`config.mk`:
```
export PLATFORM = sky130hd
export DESIGN_NAME = srfpd_ctrl
export DESIGN_NICKNAME = d
export VERILOG_FILES = /design/src/rtl/srfpd_pkg.sv /design/src/rtl/srfpd_ctrl.sv
export VERILOG_INCLUDE_DIRS = /design/src /design/src/rtl
export SDC_FILE = /design/constraint.sdc
export NUM_CORES = 1
export LEC_CHECK = 0
export ABC_AREA = 1
export BUFFER_PORTS_ARGS = -buffer_cell sky130_fd_sc_hd__buf_2
export CORE_MARGIN = 3
export CORE_UTILIZATION = 45
export DETAILED_ROUTE_END_ITERATION = 16
export PLACE_DENSITY = 0.78
export SLEW_MARGIN = 0
export SYNTH_ARGS = -nofsm -noshare
export SYNTH_HDL_FRONTEND = slang
export SYNTH_SLANG_ARGS = --single-unit
```
`constraint.sdc`:
```
create_clock -name clk_i -period 8.9 [get_ports clk_i]
set_input_delay 1.335 -clock clk_i [delete_from_list [all_inputs] [get_ports clk_i]]
set_output_delay 1.335 -clock clk_i [all_outputs]
set_load 0.005 [all_outputs]
```
`src/rtl/sample_ring_fifo_peek_discard_assert.svh`:
```
// Assertion macros used by the sample ring FIFO controller.
`ifndef SAMPLE_RING_FIFO_PEEK_DISCARD_ASSERT_SVH
`define SAMPLE_RING_FIFO_PEEK_DISCARD_ASSERT_SVH

// Same-cycle implication, checked while out of reset.
`define SRFPD_ASSERT_NOW(label, clk, rst_n, ante, cons) \
  label: assert property (@(posedge clk) disable iff (!(rst_n)) (ante) |-> (cons)) \
    else $error("srfpd: same-cycle check failed");

// Next-cycle implication, checked while out of reset.
`define SRFPD_ASSERT_NEXT(label, clk, rst_n, ante, cons) \
  label: assert property (@(posedge clk) disable iff (!(rst_n)) (ante) |=> (cons)) \
    else $error("srfpd: next-cycle check failed");

`endif

```
`src/rtl/srfpd_pkg.sv`:
```
// Package: command and result types, op codes and fixed field widths.
`default_nettype none

package srfpd_pkg;

  localparam int ROW_DATA_W = 64;
  localparam int AMOUNT_W   = 9;
  localparam int BCNT_W     = 7;
  localparam int PEND_W     = 9;
  localparam int DROP_W     = 32;

  typedef enum logic [2:0] {
    OP_PUSH    = 3'd0,
    OP_COPY    = 3'd1,
    OP_DISCARD = 3'd2,
    OP_BEGIN   = 3'd3,
    OP_STOP    = 3'd4,
    OP_FINISH  = 3'd5,
    OP_STATUS  = 3'd6
  } op_e;

  typedef enum logic {
    ST_IDLE  = 1'b0,
    ST_BATCH = 1'b1
  } state_e;

  typedef struct packed {
    op_e                   op;
    logic [ROW_DATA_W-1:0] sample_row;
    logic [AMOUNT_W-1:0]   amount;
  } cmd_t;

  typedef struct packed {
    logic [ROW_DATA_W-1:0] row_data;
    logic                  row_valid;
    logic                  last;
    logic [BCNT_W-1:0]     batch_count;
    logic [PEND_W-1:0]     pending_count;
    logic [DROP_W-1:0]     dropped_count;
    logic                  accepting;
  } res_t;

  // Result fields other than the row itself, built by the controller
  typedef struct packed {
    logic              row_valid;
    logic              last;
    logic [BCNT_W-1:0] batch_count;
    logic [PEND_W-1:0] pending_count;
    logic [DROP_W-1:0] dropped_count;
    logic              accepting;
  } meta_t;

endpackage

`default_nettype wire

```
`src/rtl/srfpd_ctrl.sv`:
```
// Controller: pointers, fill level, drop tally, gate and the batch read sequencer.
`default_nettype none
`include "sample_ring_fifo_peek_discard_assert.svh"

module srfpd_ctrl #(
  parameter int DEPTH     = 256,
  parameter int MAX_BATCH = 64,
  parameter int ROW_W     = 64
) (
  input  wire logic                     clk_i,
  input  wire logic                     rst_ni,
  input  wire logic                     start,
  output logic                          busy,
  input  wire srfpd_pkg::cmd_t          cmd_i,
  output logic                          mem_we_o,
  output logic      [$clog2(DEPTH)-1:0] mem_waddr_o,
  output logic      [ROW_W-1:0]         mem_wdata_o,
  output logic                          mem_re_o,
  output logic      [$clog2(DEPTH)-1:0] mem_raddr_o,
  output logic                          strobe_o,
  output srfpd_pkg::meta_t              meta_o
);

  localparam int PTR_W  = $clog2(DEPTH);
  localparam int FILL_W = $clog2(DEPTH + 1);
  localparam int CMP_W  = (FILL_W > srfpd_pkg::AMOUNT_W) ? FILL_W : srfpd_pkg::AMOUNT_W;
  localparam int BW     = srfpd_pkg::BCNT_W;
  localparam logic [FILL_W-1:0] DEPTH_F   = FILL_W'(DEPTH);
  localparam logic [FILL_W:0]   DEPTH_S   = (FILL_W + 1)'(DEPTH);
  localparam logic [PTR_W-1:0]  PTR_LAST  = PTR_W'(DEPTH - 1);
  localparam logic [CMP_W-1:0]  MAX_B_C   = CMP_W'(MAX_BATCH);

  srfpd_pkg::state_e        state_q, state_d;
  logic [PTR_W-1:0]         rd_ptr_q, rd_ptr_d;
  logic [PTR_W-1:0]         wr_ptr_q, wr_ptr_d;
  logic [PTR_W-1:0]         raddr_q, raddr_d;
  logic [FILL_W-1:0]        fill_q, fill_d;
  logic [srfpd_pkg::DROP_W-1:0] drop_q, drop_d;
  logic                     gate_q, gate_d;
  logic [BW-1:0]            n_q, n_d;
  logic [BW-1:0]            iss_q, iss_d;
  logic                     strobe_q, strobe_d;
  srfpd_pkg::meta_t         meta_q, meta_d;

  logic                     accept;
  logic [CMP_W-1:0]         amt_c;
  logic [CMP_W-1:0]         fill_c;
  logic [CMP_W-1:0]         min_af;
  logic [BW-1:0]            batch_n;
  logic [FILL_W-1:0]        disc_n;
  logic [FILL_W:0]          disc_sum;
  logic [PTR_W-1:0]         disc_ptr;
  logic [PTR_W-1:0]         rd_ptr_inc;
  logic [PTR_W-1:0]         wr_ptr_inc;
  logic [PTR_W-1:0]         raddr_inc;

  assign accept = start && (state_q == srfpd_pkg::ST_IDLE);
  assign busy   = (state_q == srfpd_pkg::ST_BATCH);

  // Clip the amount to what is pending, then to the batch limit
  assign amt_c   = CMP_W'(cmd_i.amount);
  assign fill_c  = CMP_W'(fill_q);
  assign min_af  = (amt_c < fill_c) ? amt_c : fill_c;
  assign batch_n = (min_af > MAX_B_C) ? BW'(MAX_BATCH) : BW'(min_af);

  // Advance the head by the discard count, wrapping once at most
  assign disc_n   = FILL_W'(min_af);
  assign disc_sum = (FILL_W + 1)'(rd_ptr_q) + (FILL_W + 1)'(disc_n);
  assign disc_ptr = (disc_sum >= DEPTH_S) ? PTR_W'(disc_sum - DEPTH_S) : PTR_W'(disc_sum);

  assign rd_ptr_inc = (rd_ptr_q == PTR_LAST) ? '0 : rd_ptr_q + PTR_W'(1);
  assign wr_ptr_inc = (wr_ptr_q == PTR_LAST) ? '0 : wr_ptr_q + PTR_W'(1);
  assign raddr_inc  = (raddr_q == PTR_LAST) ? '0 : raddr_q + PTR_W'(1);

  // Hold control state
  always_ff @(posedge clk_i or negedge rst_ni) begin
    if (!rst_ni) begin
      state_q  <= srfpd_pkg::ST_IDLE;
      rd_ptr_q <= '0;
      wr_ptr_q <= '0;
      raddr_q  <= '0;
      fill_q   <= '0;
      drop_q   <= '0;
      gate_q   <= 1'b0;
      n_q      <= '0;
      iss_q    <= '0;
      strobe_q <= 1'b0;
    end else begin
      state_q  <= state_d;
      rd_ptr_q <= rd_ptr_d;
      wr_ptr_q <= wr_ptr_d;
      raddr_q  <= raddr_d;
      fill_q   <= fill_d;
      drop_q   <= drop_d;
      gate_q   <= gate_d;
      n_q      <= n_d;
      iss_q    <= iss_d;
      strobe_q <= strobe_d;
    end
  end

  // Result fields travel with the strobe
  always_ff @(posedge clk_i) begin
    meta_q <= meta_d;
  end

  // Next state: execute the accepted op or issue the next batch read
  always_comb begin
    state_d  = state_q;
    rd_ptr_d = rd_ptr_q;
    wr_ptr_d = wr_ptr_q;
    raddr_d  = raddr_q;
    fill_d   = fill_q;
    drop_d   = drop_q;
    gate_d   = gate_q;
    n_d      = n_q;
    iss_d    = iss_q;
    strobe_d = 1'b0;
    meta_d   = meta_q;

    mem_we_o    = 1'b0;
    mem_waddr_o = wr_ptr_q;
    mem_wdata_o = cmd_i.sample_row[ROW_W-1:0];
    mem_re_o    = 1'b0;
    mem_raddr_o = raddr_q;

    case (state_q)
      srfpd_pkg::ST_IDLE: begin
        if (accept) begin
          strobe_d           = 1'b1;
          meta_d.row_valid   = 1'b0;
          meta_d.last        = 1'b1;
          meta_d.batch_count = '0;
          case (cmd_i.op)
            srfpd_pkg::OP_PUSH: begin
              if (gate_q) begin
                if (fill_q == DEPTH_F) begin
                  drop_d = drop_q + srfpd_pkg::DROP_W'(1);
                end else begin
                  mem_we_o = 1'b1;
                  wr_ptr_d = wr_ptr_inc;
                  fill_d   = fill_q + FILL_W'(1);
                end
              end
            end
            srfpd_pkg::OP_COPY: begin
              if (batch_n != '0) begin
                mem_re_o           = 1'b1;
                mem_raddr_o        = rd_ptr_q;
                raddr_d            = rd_ptr_inc;
                n_d                = batch_n;
                iss_d              = BW'(1);
                meta_d.row_valid   = 1'b1;
                meta_d.last        = (batch_n == BW'(1));
                meta_d.batch_count = batch_n;
                if (batch_n != BW'(1)) begin
                  state_d = srfpd_pkg::ST_BATCH;
                end
              end
            end
            srfpd_pkg::OP_DISCARD: begin
              rd_ptr_d = disc_ptr;
              fill_d   = fill_q - disc_n;
            end
            srfpd_pkg::OP_BEGIN: begin
              rd_ptr_d = '0;
              wr_ptr_d = '0;
              fill_d   = '0;
              drop_d   = '0;
              gate_d   = 1'b1;
            end
            srfpd_pkg::OP_STOP: begin
              gate_d = 1'b0;
            end
            srfpd_pkg::OP_FINISH: begin
              rd_ptr_d = '0;
              wr_ptr_d = '0;
              fill_d   = '0;
              gate_d   = 1'b0;
            end
            default: begin
            end
          endcase
        end
      end
      srfpd_pkg::ST_BATCH: begin
        // Issue one row read a cycle until the run is complete
        mem_re_o           = 1'b1;
        raddr_d            = raddr_inc;
        iss_d              = iss_q + BW'(1);
        strobe_d           = 1'b1;
        meta_d.row_valid   = 1'b1;
        meta_d.last        = (iss_d == n_q);
        meta_d.batch_count = n_q;
        if (iss_d == n_q) begin
          state_d = srfpd_pkg::ST_IDLE;
        end
      end
      default: begin
        state_d = srfpd_pkg::ST_IDLE;
      end
    endcase

    // Report the queue state as it stands after this beat
    if (strobe_d) begin
      meta_d.pending_count = srfpd_pkg::PEND_W'(fill_d);
      meta_d.dropped_count = drop_d;
      meta_d.accepting     = gate_d;
    end
  end

  assign strobe_o = strobe_q;
  assign meta_o   = meta_q;

  `SRFPD_ASSERT_NOW(a_fill_bound, clk_i, rst_ni, 1'b1, fill_q <= DEPTH_F)
  `SRFPD_ASSERT_NOW(a_batch_count, clk_i, rst_ni, state_q == srfpd_pkg::ST_BATCH, iss_q < n_q)
  `SRFPD_ASSERT_NEXT(a_read_beat, clk_i, rst_ni, mem_re_o, strobe_q && meta_q.row_valid)
  `SRFPD_ASSERT_NEXT(a_batch_hold, clk_i, rst_ni, state_q == srfpd_pkg::ST_BATCH, $stable(fill_q) && $stable(rd_ptr_q))

endmodule

`default_nettype wire

```
==> run_results.csv <==
group,metric,value,unit
logic_synthesis,ys_seq_area_share,40.9,%
final_layout,syn2layout_area_growth,8.45,%
final_layout,fin_util,50.2,%
final_layout,multiInputGateArea,0.00398,sq mm
global_routing,grt_pass1_vias,7295,
pwr,leakage,0.00468,uW
cts,cts_tree,"done",
pwr,seq_power_share,34.8,%
global_routing,gr-total-overflow,0,
logic_synthesis,syn_inst,1166,
timing,finalMaxSlewViolations,0,
drt,drc,0,
drt,drt.antenna.violating_nets,0,
cts,clkLatencyLatePin,430,ps
timing,fin_setup_tns,0,ps
pwr,ir_drop,0.000158,V
logic_synthesis,yosysMostFrequentCell,"nand2_1",
pwr,clkPwrFrac,21.5,%
placed_design,hpwl,16.2,mm
logic_synthesis,ys_types,49,
final_layout,fillCellCount,1833,
logic_synthesis,syn_nets,1277,
cts,cts_made_buffers,17,
cts,clk_path_buf_depth,2,
drt,drtPass1Iterations,5,
die,die_area,0.0212,sq mm
final_layout,fin_cells,1459,
die,io_pins,214,
drt,via_per_inst,5.26,
logic_synthesis,avgSynthCellArea,7.52,sq um
logic_synthesis,synth_ff_type,"dfrtp_1",
drt,wl_per_cell,15.1,um
final_layout,antenna_cells,0,
logic_synthesis,ys_warn_count,0,
outcome,status,"finished, final reports clean",
final_layout,register_area,0.00358,sq mm
placed_design,gp_congestion,0.955,
timing,slew_headroom,40.5,%
pwr,power.switching,1340,uW
die,die_y,146,um
worst_hold_path,hp-class,"reg -> reg",
timing,fin_crit_sh,62.5,%
critical_path,cp-end-kind,"output pin",
critical_path,arrival,4230,ps
timing,post-route-min-period,5560,ps
cts,cts_max_level,4,
cts,cts_resized,0,
timing,rsz0062_at_grt,"false",
drt,num_vias,7675,
pwr,intPower,1760,uW
logic_synthesis,synth_top_area_share,23.4,%
critical_path,path_class,"in -> out",
logic_synthesis,synth_edf_count,51,
timing,tightest_slew,890,ps
timing,setup_viol,0,
critical_path,cp.required,7570,ps
cts,cts_root_buffer,"clkbuf_16",
placed_design,dp_slack,3400,ps
logic_synthesis,yosys.area.top_type,"dfrtp_1",
die,die_w,146,um
flow_run,cap_violations,0,
global_routing,grt_max_degree,62,
timing,setup_slack,3340,ps
drt,drt-total-wl,22.1,mm
critical_path,critPathLaunchType,"input port",
pwr,swShare,43.3,%
timing,hold_violations,0,
final_layout,drive_gt1_share,13.3,%
critical_path,crit_path_max_fanout,30,
placed_design,dp.cells,1427,
final_layout,nNetsFinal,1297,
logic_synthesis,async_reset_ff_share,61.7,%
timing,fmax,180,MHz
logic_synthesis,synth_common_cells,"nand2_1, inv_1, dfrtp_1",
logic_synthesis,ys_ff_latch,133,
placed_design,port_buffers,85,
die,core,0.0190,sq mm
timing,finalClockSkew,13.5,ps
cts,clk_pin_slew,50,ps
global_routing,grt_first_pass_wirelength,36.7,mm
global_routing,antenna_found_initial,0,
pwr,p_per_area,326,mW/mm^2
drt,drt_iter0_markers,721,
global_routing,grt_usage,21.1,%
pwr,pwr-share-comb,43.6,%
logic_synthesis,netlist_top_cells_area,"dfrtp_1, edfxtp_1, nand2_1, inv_1, buf_4",
cts,holdBufCountCts,0,
cts,cts.sinks,133,
logic_synthesis,syn-cell-area,0.00877,sq mm
die,rows,50,
cts,post_cts_buffers,0,
die,initial_core_util,46.3,%
-- final timing paths --
path	startpoint	end	slack (ps)	cells past startpoint
worst max-delay path	cmd_i[8]	mem_raddr_o[5]	3340	14
worst min-delay path	iss_q[5]$_DFFE_PN0P_	iss_q[5]$_DFFE_PN0P_	490	2
min in group asynchronous	rst_ni	fill_c[4]$_DFF_PN0_	870	1
worst max register to register	fill_c[3]$_DFF_PN0_	meta_o[39]$_DFFE_PP_	5270	22
max in group asynchronous	rst_ni	drop_q[29]$_DFF_PN0_	7020	2
worst min register to register	iss_q[5]$_DFFE_PN0P_	iss_q[5]$_DFFE_PN0P_	490	2
-- power groups by stage --
| stage | clock network, uW | logic, uW | registers (uW) |
|---|---|---|---|
| floorplan | 0 | 995 | 1030 |
| global placement | 0 | 1310 | 1080 |
| detailed placement | 0 | 1340 | 1080 |
| CTS | 681 | 1350 | 1080 |
| global route | 705 | 1550 | 1110 |
| finish | 668 | 1350 | 1080 |
-- per-layer routing --
| layer | up-vias | share of wire (%) | global-route usage, % |
|---|---|---|---|
| met2 | 264 | 45 | 33.2 |
| met1 | 3577 | 46 | 28.1 |
| met5 | - | 0 | 0 |
| li1 | 3779 | - | - |
| met3 | 55 | 6.6 | 5.14 |
| met4 | 0 | 2.8 | 8.36 |
-- layout by cell type (no fill, tap or decap), types with 7 or more instances in the layout --
cell and n:
nand4_1 33, o22ai_1 13, inv_1 155, inv_2 8, nand2_2 8, nor2_1 80
nor2_2 7, nor3_1 32, edfxtp_1 51, buf_2 84, dfrtp_1 82, o21ai_1 7
nand3_1 64, xor2_1 15, xnor2_1 7, clkbuf_16 17, nand2_1 337, o21ai_0 69
a21oi_1 33, ha_1 30
-- cell families (layout without fill, tap and decap cells) --
logic type                 count (synthesis)  after routing  synth area share, %
buffers and inverters                    251            284                 13.8
DFF                                      133            133                 40.9
adders and majority gates                 32             32                 4.74
AOI/OAI and AO/OA                        144            144                 9.13
muxes                                      1              1                0.128
and+or+nand+nor                          583            583                 29.2
xor gates and xnor gates                  22             22                 2.20
-- cell type report --
| class | instances | area share (%) |
|---|---|---|
| tap | 260 | 3.42 |
| clock inverter | 14 | 1.33 |
| sequential | 133 | 37.7 |
| clock buffer | 18 | 4.51 |
| inverter | 164 | 6.47 |
| multi-input combinational | 782 | 41.9 |
| timing repair buffer | 88 | 4.74 |
-- flip-flops by register name, summed over array words and instances (netlist names) --
register and count:
rd_ptr_q 8, drop_q 32, mem_waddr_o 8, n_q 7, gate_q 1, raddr_q 8, strobe_o 1, fill_c 9
meta_o 51, busy 1, iss_q 7
-- worst max-delay path, stage by stage --
cell and delay (ps):
buf_2 110, ha_1 310, nand2_2 120, inv_2 50
a21oi_4 300, nand3_4 160, nand2_1 120, nand2_2 130
nand3_2 130, nor2_4 50, nand2_1 90, nand3_1 630
o21ai_0 490, buf_2 180
-- per-stage QoR --
stage | area, sq um | total power, uW | hold WS (ps)
floorplan | 8770 | 2030 | 442
global placement | 8960 | 2390 | 459
detailed placement | 8960 | 2420 | 471
CTS | 9510 | 3110 | 485
global route | 9510 | 3360 | 506
finish | 9510 | 3100 | 492
No activity file was read; power rests on OpenSTA's default activity.
